$ cat config.mk
export PLATFORM = sky130hd
export DESIGN_NAME = varint_integer_encoder
export DESIGN_NICKNAME = d
export VERILOG_FILES = /design/src/vlqe_pkg.sv /design/src/varint_integer_encoder.sv /design/src/vlqe_front.sv /design/src/vlqe_queue.sv /design/src/vlqe_back.sv
export SDC_FILE = /design/constraint.sdc
export NUM_CORES = 1
export LEC_CHECK = 0
export BUFFER_PORTS_ARGS = -buffer_cell sky130_fd_sc_hd__buf_2
export CORE_ASPECT_RATIO = 1.5
export CORE_MARGIN = 2
export CORE_UTILIZATION = 52
export CTS_BUF_LIST = sky130_fd_sc_hd__clkbuf_16
export DETAILED_ROUTE_END_ITERATION = 6
export PLACE_DENSITY = 0.82
export SYNTH_ARGS = -nofsm -noshare
export SYNTH_HDL_FRONTEND = slang
export SYNTH_HIERARCHICAL = 1
export SYNTH_SLANG_ARGS = --single-unit
$ cat constraint.sdc
create_clock -name clk -period 6.45 [get_ports clk]
set_input_delay 1.29 -clock clk [delete_from_list [all_inputs] [get_ports clk]]
set_output_delay 1.29 -clock clk [all_outputs]
set_load 0.1 [all_outputs]
$ cat src/vlqe_pkg.sv
// vlqe_pkg: shared types and constants for the varint integer encoder
// used by vlqe_front, vlqe_queue, vlqe_back and the top level
`default_nettype none

package vlqe_pkg;

  // longest encoding: ten 7-bit groups for a 64-bit value
  localparam int unsigned MAX_BYTES   = 10;
  localparam int unsigned BYTES_W     = MAX_BYTES * 8;
  localparam int unsigned LEN_W       = 4;
  localparam int unsigned QUEUE_DEPTH = 2;

  // configuration register indexes
  localparam logic [1:0] REG_FORMAT   = 2'd0;
  localparam logic [1:0] REG_SIGNED   = 2'd1;
  localparam logic [1:0] REG_WIDE     = 2'd2;
  localparam logic [1:0] REG_CAPACITY = 2'd3;

  // one classified value, bytes left-aligned with the first byte on top
  typedef struct packed {
    logic [BYTES_W-1:0] bytes;
    logic [LEN_W-1:0]   len;
    logic               grp7;
    logic               err;
  } entry_t;

endpackage

`default_nettype wire

$ cat src/varint_integer_encoder.sv
// varint_integer_encoder: top level, front classifier, entry queue and byte emitter
// depends on vlqe_pkg, vlqe_front, vlqe_queue, vlqe_back
// throughput: one output byte per cycle while pop keeps the output free; a value gives
// 1 to 10 bytes, set by its encoded length (an error result gives a single byte)
// reset: synchronous, clears queue and output, registers return to defaults
`default_nettype none

module varint_integer_encoder #(
  parameter int unsigned QueueDepth = vlqe_pkg::QUEUE_DEPTH
) (
  input  wire logic        clk,
  input  wire logic        rst,
  input  wire logic        push,
  output logic             full,
  input  wire logic [63:0] value,
  output logic             empty,
  input  wire logic        pop,
  output logic [7:0]       out_byte,
  output logic             last,
  output logic             status,
  input  wire logic        cfg_valid,
  output logic             cfg_ready,
  input  wire logic [1:0]  cfg_index,
  input  wire logic [3:0]  cfg_data
);

  logic             q_push;
  logic             q_pop;
  logic             q_empty;
  vlqe_pkg::entry_t q_entry;
  vlqe_pkg::entry_t q_head;

  vlqe_front u_front (
    .clk       (clk),
    .rst       (rst),
    .push      (push),
    .q_full    (full),
    .value     (value),
    .cfg_valid (cfg_valid),
    .cfg_ready (cfg_ready),
    .cfg_index (cfg_index),
    .cfg_data  (cfg_data),
    .q_push    (q_push),
    .q_entry   (q_entry)
  );

  vlqe_queue #(
    .Depth (QueueDepth)
  ) u_queue (
    .clk      (clk),
    .rst      (rst),
    .wr       (q_push),
    .wr_entry (q_entry),
    .rd       (q_pop),
    .head     (q_head),
    .full     (full),
    .q_empty  (q_empty)
  );

  vlqe_back u_back (
    .clk      (clk),
    .rst      (rst),
    .q_empty  (q_empty),
    .q_head   (q_head),
    .q_pop    (q_pop),
    .pop      (pop),
    .empty    (empty),
    .out_byte (out_byte),
    .last     (last),
    .status   (status)
  );

endmodule

`default_nettype wire

$ cat src/vlqe_front.sv
// vlqe_front: configuration registers and classification of each value
// into digits, leading-group trim, length and error; depends on vlqe_pkg
`default_nettype none

module vlqe_front (
  input  wire logic                clk,
  input  wire logic                rst,
  input  wire logic                push,
  input  wire logic                q_full,
  input  wire logic [63:0]         value,
  input  wire logic                cfg_valid,
  output logic                     cfg_ready,
  input  wire logic [1:0]          cfg_index,
  input  wire logic [3:0]          cfg_data,
  output logic                     q_push,
  output vlqe_pkg::entry_t         q_entry
);

  logic       format_select;
  logic       signed_values;
  logic       wide_values;
  logic [3:0] output_capacity;

  logic                           grp7;
  logic                           neg;
  logic [63:0]                    v;
  logic [3:0]                     n;
  logic [7:0]                     fill;
  logic [7:0]                     d [vlqe_pkg::MAX_BYTES];
  logic [vlqe_pkg::MAX_BYTES-1:0] hb;
  logic [vlqe_pkg::MAX_BYTES-1:0] skip;
  logic [3:0]                     off;
  logic [3:0]                     len;
  logic                           err;
  logic [vlqe_pkg::BYTES_W-1:0]   dv;

  assign cfg_ready = 1'b1;
  assign q_push    = push && !q_full;

  always_ff @(posedge clk) begin
    if (rst) begin
      format_select   <= 1'b0;
      signed_values   <= 1'b0;
      wide_values     <= 1'b1;
      output_capacity <= 4'd10;
    end else if (cfg_valid && cfg_ready) begin
      case (cfg_index)
        vlqe_pkg::REG_FORMAT:   format_select   <= cfg_data[0];
        vlqe_pkg::REG_SIGNED:   signed_values   <= cfg_data[0];
        vlqe_pkg::REG_WIDE:     wide_values     <= cfg_data[0];
        vlqe_pkg::REG_CAPACITY: output_capacity <= cfg_data;
        default: ;
      endcase
    end
  end

  always_comb begin
    int sh;
    sh   = 0;
    grp7 = !format_select;
    v    = wide_values ? value : {32'b0, value[31:0]};
    neg  = signed_values && (wide_values ? v[63] : v[31]);
    if (grp7) n = wide_values ? 4'd10 : 4'd5;
    else      n = wide_values ? 4'd8 : 4'd4;

    for (int i = 0; i < vlqe_pkg::MAX_BYTES; i++) d[i] = 8'h00;
    if (grp7 && wide_values) begin
      for (int i = 0; i < 10; i++) begin
        sh = 7 * (9 - i);
        if (sh > 63) sh = 63;
        d[i] = {1'b0, 7'(v >> sh)};
      end
    end else if (grp7) begin
      for (int i = 0; i < 5; i++) d[i] = {1'b0, 7'(v >> (7 * (4 - i)))};
    end else if (wide_values) begin
      for (int i = 0; i < 8; i++) d[i] = 8'(v >> (8 * (7 - i)));
    end else begin
      for (int i = 0; i < 4; i++) d[i] = 8'(v >> (8 * (3 - i)));
    end
    // sign extension of the top group
    if (neg && grp7) d[0] = d[0] | (wide_values ? 8'h7F : 8'h70);

    fill = neg ? (grp7 ? 8'h7F : 8'hFF) : 8'h00;
    for (int i = 0; i < vlqe_pkg::MAX_BYTES; i++) hb[i] = grp7 ? d[i][6] : d[i][7];

    // a leading digit may go while it only repeats the sign
    skip = '0;
    for (int i = 0; i < vlqe_pkg::MAX_BYTES - 1; i++) begin
      if (4'(i + 1) < n) begin
        if (signed_values) skip[i] = (d[i] == fill) && (hb[i+1] == neg);
        else               skip[i] = (d[i] == 8'h00);
      end
    end

    // first digit kept: lowest index that is not skipped
    off = 4'd0;
    for (int i = vlqe_pkg::MAX_BYTES - 1; i >= 0; i--) begin
      if (!skip[i]) off = 4'(i);
    end
    len = n - off;
    err = len > output_capacity;

    for (int i = 0; i < vlqe_pkg::MAX_BYTES; i++) begin
      dv[8*(vlqe_pkg::MAX_BYTES-1-i) +: 8] = d[i];
    end

    q_entry.bytes = err ? '0 : (dv << {off, 3'b000});
    q_entry.len   = len;
    q_entry.grp7  = grp7;
    q_entry.err   = err;
  end

endmodule

`default_nettype wire

$ cat src/vlqe_queue.sv
// vlqe_queue: short register queue of classified entries between front and back
// depends on vlqe_pkg for the entry type
`default_nettype none

module vlqe_queue #(
  parameter int unsigned Depth = vlqe_pkg::QUEUE_DEPTH
) (
  input  wire logic              clk,
  input  wire logic              rst,
  input  wire logic              wr,
  input  wire vlqe_pkg::entry_t  wr_entry,
  input  wire logic              rd,
  output vlqe_pkg::entry_t       head,
  output logic                   full,
  output logic                   q_empty
);

  localparam int unsigned PtrW = (Depth > 1) ? $clog2(Depth) : 1;
  localparam int unsigned CntW = $clog2(Depth + 1);

  vlqe_pkg::entry_t slots [Depth];
  logic [PtrW-1:0]  wptr;
  logic [PtrW-1:0]  rptr;
  logic [CntW-1:0]  count;

  assign full    = count == CntW'(Depth);
  assign q_empty = count == '0;
  assign head    = slots[rptr];

  always_ff @(posedge clk) begin
    if (rst) begin
      wptr  <= '0;
      rptr  <= '0;
      count <= '0;
    end else begin
      if (wr) wptr <= (wptr == PtrW'(Depth - 1)) ? '0 : wptr + 1'b1;
      if (rd) rptr <= (rptr == PtrW'(Depth - 1)) ? '0 : rptr + 1'b1;
      if (wr && !rd)      count <= count + 1'b1;
      else if (rd && !wr) count <= count - 1'b1;
    end
  end

  always_ff @(posedge clk) begin
    if (wr) slots[wptr] <= wr_entry;
  end

endmodule

`default_nettype wire

$ cat src/vlqe_back.sv
// vlqe_back: emits one byte per cycle from queued entries into an output register while pop keeps it free
// depends on vlqe_pkg for the entry type
`default_nettype none

module vlqe_back (
  input  wire logic              clk,
  input  wire logic              rst,
  input  wire logic              q_empty,
  input  wire vlqe_pkg::entry_t  q_head,
  output logic                   q_pop,
  input  wire logic              pop,
  output logic                   empty,
  output logic [7:0]             out_byte,
  output logic                   last,
  output logic                   status
);

  logic                         busy;
  logic                         out_valid;
  logic [vlqe_pkg::BYTES_W-1:0] shreg;
  logic [3:0]                   remaining;
  logic                         cur_grp7;

  logic [vlqe_pkg::BYTES_W-1:0] src_bytes;
  logic [3:0]                   src_rem;
  logic                         src_grp7;
  logic                         src_err;
  logic                         fin;
  logic                         step;
  logic [7:0]                   b;

  assign empty = !out_valid;

  always_comb begin
    src_bytes = busy ? shreg     : q_head.bytes;
    src_rem   = busy ? remaining : q_head.len;
    src_grp7  = busy ? cur_grp7  : q_head.grp7;
    src_err   = !busy && q_head.err;
    fin       = src_err || (src_rem == 4'd1);
    b         = src_bytes[vlqe_pkg::BYTES_W-1 -: 8];
    // output slot frees when empty or being taken this cycle
    step      = (!out_valid || pop) && (busy || !q_empty);
    q_pop     = step && !busy;
  end

  always_ff @(posedge clk) begin
    if (rst) begin
      busy      <= 1'b0;
      out_valid <= 1'b0;
    end else begin
      if (step) begin
        out_valid <= 1'b1;
        busy      <= !fin;
      end else if (pop) begin
        out_valid <= 1'b0;
      end
    end
  end

  always_ff @(posedge clk) begin
    if (step) begin
      out_byte  <= src_err ? 8'h00 : ((src_grp7 && !fin) ? (b | 8'h80) : b);
      last      <= fin;
      status    <= src_err;
      shreg     <= src_bytes << 8;
      remaining <= src_rem - 4'd1;
      cur_grp7  <= src_grp7;
    end
  end

endmodule

`default_nettype wire

== Word level (Yosys, flattened, before mapping) ==
Memory sizes are Yosys's and may differ from the RTL's. A register that Yosys moved wholly into a read port is not among the register bits.
Index checks and enable logic that the tools add are counted.
Operators by class
  add/subtract/negate cells: 6
  multipliers: 0
  divide/modulo/power cells: 0
  $lt $le $gt $ge: 10
  equality and inequality tests: 23
  shift-type cells: 1
  multiplexer cells: 66
  bitwise gates (word level): 1
  reductions and logical operators: 47
Operator list (count)
  $mux W80: 2
  $mux W64: 2
  $shl A80 B7 Y80: 1
  $logic_not A8 Y1: 9
  $eq A8 B8 Y1: 8
  $mux W32: 2
  $mux W4: 13
  $mux W40: 1
  $mux W1: 38
  $mux W8: 4
  $mux W24: 1
  $logic_and A1 B1 Y1: 19
  $lt A3 B4 Y1 const A: 4
  $mux W15: 1
  $eq A1 B1 Y1: 9
  $eq A7 B8 Y1: 1
  $logic_not A1 Y1: 8
  $lt A2 B4 Y1 const A: 2
  $lt A4 B4 Y1 const A: 2
  $or A8 B8 Y8: 1
  $reduce_and A2 Y1: 4
  $eq A2 B2 Y1 const B: 3
  $eq A4 B1 Y1 const B: 1
  $gt A4 B4 Y1: 1
  11 further kinds: 17
Storage, ports and cells
  register bits after elaboration: 100
  latch bits: 0
  memory bits (writable): 172
  ROM bits: 0
  input bits: 75
  output and inout port bits: 13
  logic and storage cells: 171
  memories: 1
Memory list
  u_queue.slots: words 2, bits a word 86, read ports 1, clocked after memory_dff 1, write ports 1, RTL line vlqe_queue.sv:21  | vlqe_pkg::entry_t slots [Depth];

== Logic depth before layout (Yosys ltp) ==
Gate-level depths: netlist (run 1).
  depth after elaboration: 20
  mapped depth: 32
  gate-level depth less buffers: 23

== By module ==
The synthesis (run 1) kept the hierarchy.
Modules (own cells, without submodules)
  vlqe_queue: instances 1, cells each 290, area an instance 6615.1 um2
  vlqe_front: instances 1, cells each 772, area an instance 5775.5 um2
  vlqe_back: instances 1, cells each 226, area an instance 3828.7 um2

== Least setup slack after synthesis (run 1) ==
OpenSTA, ideal clock, no wires.
  kind: in2reg
  start point: in value[0]
  end point: mem u_queue/slots[0][56] in the netlist's numbering (data pin)
  setup time: 0.193 ns
  data arrival time: 6.024 ns
  path slack: 0.233 ns
  stages on the path: 26
  buffers on the path: 7
  cell sequence: clkbuf_1 -> or4b_1 -> o22ai_1 -> a22oi_1 -> o31ai_1 -> o21bai_2 -> a21o_1 -> buf_6 -> nand2_8 -> inv_4 -> buf_12 -> buf_6 -> ha_1 -> fa_1 -> inv_1 -> ha_1 -> nor2b_1 -> o21ai_0 -> nand2b_1 -> a21oi_1 -> a41o_1 -> clkbuf_1 -> nand2_1 -> buf_2 -> buf_2 -> o32ai_1
RTL lines
  from (decl): RTL line varint_integer_encoder.sv:15  | input wire logic [63:0] value,
  to (decl): RTL line vlqe_queue.sv:21

==> results of run 1 <==
## state kept, by name (all words and copies together) (netlist names), named ones only
name,count
u_back/busy,1
u_back/cur_grp7,1
u_back/last,1
u_back/out_byte,8
u_back/out_valid,1
u_back/remaining,4
u_back/shreg,72
u_back/status,1
u_front/format_select,1
u_front/output_capacity,4
u_front/signed_values,1
u_front/wide_values,1
u_queue/count,2
u_queue/rptr,1
u_queue/slots,172
u_queue/wptr,1
## logic make-up after synthesis
group	Yosys count	synth area share, %
buffers and inverters	137	5.43
adders and majority gates	11	0.895
other	2	0.0463
xor gates and xnor gates	9	0.486
and+or+nand+nor	313	9.94
DFF	273	49.7
muxes	269	21.0
AOI/OAI and AO/OA	274	12.6
## how the worst max path moves through the flow
stage / endpoint / slack [ns] / depth (start not counted)
floorplan: u_queue/slots[0][56]$_DFFE_PP_ / 0.23 / 26
global placement: u_queue/slots[1][55]$_DFFE_PP_ / 0.10 / 23
detailed placement: u_queue/slots[1][55]$_DFFE_PP_ / 0.003 / 23
CTS: u_queue/slots[1][55]$_DFFE_PP_ / 0.49 / 23
global route: u_queue/slots[0][55]$_DFFE_PP_ / 0.11 / 23
finish: u_queue/slots[1][55]$_DFFE_PP_ / 0.31 / 23
## cell type report
| cell class | instances | area (um^2) | share of cell area [%] |
|---|---|---|---|
| flip-flops and latches | 273 | 8070 | 44.8 |
| multi-input cells | 879 | 7310 | 40.5 |
| repair buffers | 185 | 1210 | 6.72 |
| clock buffers | 25 | 626 | 3.47 |
| well taps | 405 | 507 | 2.81 |
| clock inverters | 19 | 174 | 0.964 |
| inverters | 35 | 136 | 0.756 |
## power groups by stage
stage               registers (mW)  clock network [mW]  logic (mW)
global placement              3.01                   0        2.30
floorplan                     3.22                   0        1.59
finish                        3.01                1.45        2.41
CTS                           3.02                1.47        2.39
detailed placement            3.04                   0        2.36
global route                  3.06                1.53        2.54
## Yosys cell counts (all sizes together), types with 6 or more instances
cell	count
a2111oi	7
a211o	6
a211oi	13
a21oi	48
a22o	13
a22oi	16
and2	17
buf	74
clkbuf	28
dfxtp	14
edfxtp	259
ha	10
inv	33
mux2	187
mux2i	57
mux4	25
nand2	74
nand2b	10
nand3	29
nand4	15
nor2	85
nor2b	14
nor3	21
nor4	7
o211ai	12
o21ai	60
o22ai	17
o2bb2ai	6
o32ai	9
xnor2	6
## metal layers
layer,share of wire (%),track usage [%],vias up,wire length (um)
li1,-,-,5221,-
met1,35,35.8,5836,17900
met2,48,53.0,766,24700
met3,6.9,3.79,248,3540
met4,11,26.9,0,5430
met5,0,0,-,0
## cells in the final DEF, fill, tap and decap left out, types with 17 or more instances in the layout
| cell type | n |
|---|---|
| a21oi_1 | 42 |
| mux2_4 | 42 |
| nand3_1 | 28 |
| o22ai_1 | 17 |
| buf_4 | 96 |
| mux2_2 | 136 |
| buf_2 | 86 |
| nand2_1 | 73 |
| o21ai_0 | 48 |
| clkbuf_16 | 25 |
| mux4_2 | 25 |
| mux2i_1 | 56 |
| nor2_1 | 83 |
| edfxtp_1 | 259 |
| inv_1 | 33 |
==> flow_summary.json, run 1 <==
{
  "sw_frac_of_total_pct": 33.9,
  "powerDensity_nw_per_um2": 381,
  "clk_path_buf_depth": 3,
  "critPathRequiredTime_ns": 6.84,
  "period_minus_slack_ns": 6.14,
  "cts_tree": "yes",
  "grt_max_degree": 67,
  "synth_ff_type": "edfxtp_1",
  "cts_setup_buffers": 0,
  "synth.top_cells.by_area": "edfxtp_1 48%, mux2_2 9.4%, mux2_4 3.9%, mux4_2 3.5%, mux2i_1 3.5%",
  "period_share_pct": 95.2,
  "internal-power_mw": 4.54,
  "p_clk_share_pct": 21.1,
  "timing.final.ws_setup_ns": 0.308,
  "ys_async_sr_fraction_pct": 0,
  "dp_slack_ns": 0.00315,
  "clkTransAtPathRegs_ns": 0.06,
  "maxCapViolCount": 0,
  "crit_family": "simple AND/OR/NAND/NOR gates",
  "final-max-slew-violation-count": 0,
  "gp_congestion": 1.08,
  "cpMostUsedCell": "buf_4",
  "placed_area_um2": 17200,
  "grt_pass1_vias": 12100,
  "numCtsBuffers": 24,
  "die-area_um2": 32600,
  "row_count": 79,
  "outcome": "finished with violations",
  "syn2layout_area_growth_pct": 11.2,
  "startpoint": "u_front/wide_values$_SDFFE_PP1P_",
  "peakVddDrop_mv": 0.227,
  "slowest_stage": "nor2_2",
  "fillers": 2453,
  "pwr-share-seq_pct": 43.9,
  "synth_enable_flop_cells": 259,
  "finalSetupViolations": 0,
  "synth_area_leader_cell": "edfxtp_1",
  "grt_overflow": 0,
  "ant_nets": 0,
  "synth.distinct_cells": 100,
  "hp-class": "flip-flop to flip-flop",
  "r2r_slack_ns": 0.31,
  "io_buffers": 86,
  "antenna_found_initial": 0,
  "ctsHtreeMaxLevel": 1,
  "p_leak_nw": 6.65,
  "failed_checks": "DRC",
  "die_h_um": 220,
  "first_iter_violations": 1426,
  "yosysWarnings": 6,
  "final_util_pct": 58.5,
  "critPathMaxFanout": 40,
  "drc": 9,
  "initial_core_util_pct": 52.6,
  "routedWlPerCell_um": 28.3,
  "drt-vias-per-instance": 6.63,
  "worstHoldPathCells": 1,
  "placed_cells": 1777,
  "worstPathCellList": "nor2_2 -> o2bb2ai_1 -> buf_4 -> nand4_1 -> or4_1 -> a21oi_2 -> a21o_1 -> nand2_8 -> inv_4 -> ha_1 -> fa_1 -> inv_1 -> ha_1 -> nor2b_1 -> o21ai_0 -> nand2b_1 -> a21oi_1 -> a41o_1 -> nand2_1 -> buf_12 -> buf_4 -> o32ai_1 -> buf_4",
  "fmax_mhz": 163,
  "max_slew_margin_pct": 16.2,
  "rsz0062_at_grt": "no",
  "p_total_mw": 6.87,
  "clock_skew_ns": 0.00996,
  "fp.coreArea_um2": 30800,
  "syn_area_um2": 16200,
  "hold_start": "u_front/output_capacity[3]$_SDFFE_PP1P_",
  "fin_tns_setup_ns": 0,
  "crit_arrival_ns": 6.53,
  "synth-seq-cells": 273,
  "antennaDiodeCount": 0,
  "drtPass1Iterations": 7,
  "grt_pass1_wl_mm": 76.3,
  "hpwl_mm": 38.0,
  "hold_viol_final": 0,
  "synth_top_area_share_pct": 48.0,
  "max_stage_delay_ns": 0.72,
  "final_cells": 1821,
  "vias": 12100,
  "cts-root-buf": "clkbuf_16",
  "setup.worst_path.start_class": "flip-flop",
  "final_layout_size_suffix_gt1_share_pct": 33.2,
  "insertion_delay_ns": 0.52,
  "track_usage_pct": 31.5,
  "critPathBufInv": 6,
  "clock_sinks": 273,
  "switchingPower_mw": 2.33,
  "synth_cells": 1288,
  "whs_ns": 0.466,
  "die_x_um": 148,
  "postLayoutCellArea_um2": 18000,
  "worstHoldEndpoint": "u_front/output_capacity[3]$_SDFFE_PP1P_",
  "postCtsHoldBufs": 0,
  "combPwrFrac_pct": 35.0,
  "ioPinCount": 88,
  "r2r_cells": 23,
  "fin_nets": 1484,
  "worstMarginPinSlew_ns": 1.24,
  "critPathKind": "flip-flop to flip-flop",
  "routed_wl_mm": 51.6,
  "ys_seq_area_share_pct": 49.7,
  "end_kind": "flip-flop",
  "cts_resized": 0,
  "syn_area_per_cell_um2": 12.6,
  "r2r_start": "u_front/wide_values$_SDFFE_PP1P_",
  "r2r_end": "u_queue/slots[1][55]$_DFFE_PP_"
}
Power figures use the tool's default switching activity.
==> run 2, diff against run 1 <==
Settings changed: CELL_PAD_IN_SITES_DETAIL_PLACEMENT from default to 1, CELL_PAD_IN_SITES_GLOBAL_PLACEMENT from default to 1, CORE_UTILIZATION 52 to 46, PLACE_DENSITY 0.82 to 0.87.
==> flow_summary.json, run 2 (same netlist as run 1, synthesis figures left out) <==
{
  "drtPass1Iterations": 6,
  "placed_cells": 1845,
  "critPathMaxFanout": 24,
  "period_share_pct": 98.3,
  "grt_pass1_wl_mm": 87.2,
  "routedWlPerCell_um": 31.4,
  "final_layout_size_suffix_gt1_share_pct": 33.6,
  "drt-met1-wl_mm": 20.5,
  "topRoutingLayerUsed": "met4",
  "clkTransAtPathRegs_ns": 0.06,
  "powerDensity_nw_per_um2": 391,
  "startpoint": "value[13]",
  "routed_wl_mm": 59.4,
  "setup.worst_path.start_class": "primary input",
  "finalSetupViolations": 0,
  "clock_skew_ns": 0.0142,
  "numCtsBuffers": 26,
  "r2r_start": "u_front/format_select$_SDFFE_PP0P_",
  "vias": 12500,
  "cts_tree": "yes",
  "peakVddDrop_mv": 0.253,
  "hold_viol_final": 0,
  "crit_arrival_ns": 6.75,
  "hpwl_mm": 42.4,
  "outcome": "completed",
  "hp-class": "flip-flop to flip-flop",
  "track_usage_pct": 32.5,
  "fp.coreArea_um2": 34900,
  "dr_wl_met3_mm": 4.04,
  "worstMarginPinSlew_ns": 1.01,
  "final_common_cell": "edfxtp_1",
  "drt-vias-per-instance": 6.60,
  "gp_congestion": 1.03,
  "regMostFlops": "u_queue/slots",
  "r2r_cells": 22,
  "fmax_mhz": 158,
  "ant_nets": 0,
  "row_count": 84,
  "p_leak_nw": 6.69,
  "initial_core_util_pct": 46.5,
  "ioPinCount": 88,
  "grt_overflow": 0,
  "largest_reg_flops": 172,
  "critPathKind": "primary input to flip-flop",
  "cts-root-buf": "clkbuf_16",
  "end_kind": "flip-flop",
  "final_cells": 1894,
  "die_x_um": 157,
  "grt_pass1_vias": 13400,
  "final-max-slew-violation-count": 0,
  "wl_met2_mm": 29.0,
  "clk_path_buf_depth": 3,
  "final_util_pct": 52.1,
  "critPathRequiredTime_ns": 6.86,
  "crit_end": "u_queue/slots[1][57]$_DFFE_PP_",
  "r2r_slack_ns": 0.13,
  "r2r_end": "u_queue/slots[1][57]$_DFFE_PP_",
  "insertion_delay_ns": 0.54,
  "io_buffers": 86,
  "die_h_um": 234,
  "die-area_um2": 36800,
  "clock_sinks": 273,
  "period_minus_slack_ns": 6.34,
  "rsz0062_at_grt": "no",
  "max_slew_margin_pct": 32.3,
  "drc": 0,
  "final_cell_mix": "259 x edfxtp_1, 136 x mux2_2, 98 x buf_4",
  "first_iter_violations": 1270,
  "top_regs": "u_queue/slots (172), u_back/shreg (72), u_back/out_byte (8)",
  "grt_max_degree": 75,
  "ctsHtreeMaxLevel": 1,
  "antenna_found_initial": 1,
  "maxCapViolCount": 0,
  "fin_nets": 1487,
  "syn2layout_area_growth_pct": 12.1
}
==> run 2: cell count changes in the layout (fill, tap and decap cells not counted), moves of 2 or more <==
cell / previous run / this run
clkinv_1: 8 / 4
inv_8: 2 / 0
clkinvlp_4: 1 / 3
buf_4: 96 / 98
inv_1: 33 / 36
clkbuf_16: 25 / 27
==> run 2: area by class of cell <==
cell class              instances  area, um^2
well taps                     473         592
diodes                          1        2.50
fillers                      3705       16700
multi-input cells             879        7310
flip-flops and latches        273        8070
inverters                      35         136
clock buffers                  27         676
repair buffers                186        1210
clock inverters                20         180
==> run 2: report_power, final <==
part	switching, mW	internal (mW)	total, mW	leakage [nW]
Clock	0.655	0.880	1.53	0.435
Sequential	0.243	2.79	3.03	2.60
Combinational	1.60	0.942	2.55	3.66
Total	2.50	4.61	7.12	6.69
==> run 2: critical path: stages <==
cell	delay (ns)
buf_2	0.18
nand3b_1	0.36
nor3_2	0.36
a22oi_1	0.19
buf_4	0.20
a2111oi_2	0.47
buf_4	0.24
a211oi_1	0.06
o21ba_2	0.27
inv_4	0.07
ha_1	0.23
a21o_1	0.18
a21oi_1	0.18
xnor2_1	0.12
xnor2_1	0.37
ha_1	0.33
a21oi_1	0.17
a41o_1	0.28
nand2_1	0.15
buf_12	0.19
buf_4	0.14
o32ai_1	0.50
buf_4	0.21
==> run 2: how the worst min path moves through the flow <==
| stage | slack, ns | from | cells after the start | end |
|---|---|---|---|---|
| 3_5_place_dp | 0.46 | u_front/output_capacity[1]$_SDFFE_PP1P_ | 1 | u_front/output_capacity[1]$_SDFFE_PP1P_ |
| 3_3_place_gp | 0.45 | u_front/output_capacity[3]$_SDFFE_PP1P_ | 1 | u_front/output_capacity[3]$_SDFFE_PP1P_ |
| 2_1_floorplan | 0.44 | u_front/output_capacity[1]$_SDFFE_PP1P_ | 1 | u_front/output_capacity[1]$_SDFFE_PP1P_ |
| 4_1_cts | 0.48 | u_front/output_capacity[1]$_SDFFE_PP1P_ | 1 | u_front/output_capacity[1]$_SDFFE_PP1P_ |
| 5_1_grt | 0.49 | u_front/output_capacity[1]$_SDFFE_PP1P_ | 1 | u_front/output_capacity[1]$_SDFFE_PP1P_ |
| 6_report | 0.48 | u_front/output_capacity[1]$_SDFFE_PP1P_ | 1 | u_front/output_capacity[1]$_SDFFE_PP1P_ |
==> run 2: per-stage QoR <==
step           hold slack (ns)  power [mW]  setup TNS [ns]  setup WS (ns)  area [um^2]
2_1_floorplan            0.435        4.81               0          0.233        16200
3_3_place_gp             0.448        5.36         -0.0103       -0.00516        17300
3_5_place_dp             0.464        5.55           -6.35         -0.232        17300
4_1_cts                  0.478        7.11               0          0.100        18100
5_1_grt                  0.493        7.37               0        0.00743        18200
6_report                 0.476        7.12               0          0.112        18200
==> run 2: what timing repair did <==
action,4_1_cts,5_1_grt
buffers inserted,0,1
hold buffers,0,0
resized for setup,0,2
setup endpoints to repair,0,128
hold endpoints to repair,0,0
==> run 2: layer usage <==
| layer | vias to the layer above | global-route usage (%) |
|---|---|---|
| met5 | - | 0 |
| met4 | 0 | 25.2 |
| met3 | 291 | 5.36 |
| met1 | 6211 | 36.1 |
| met2 | 753 | 55.2 |
| li1 | 5237 | - |
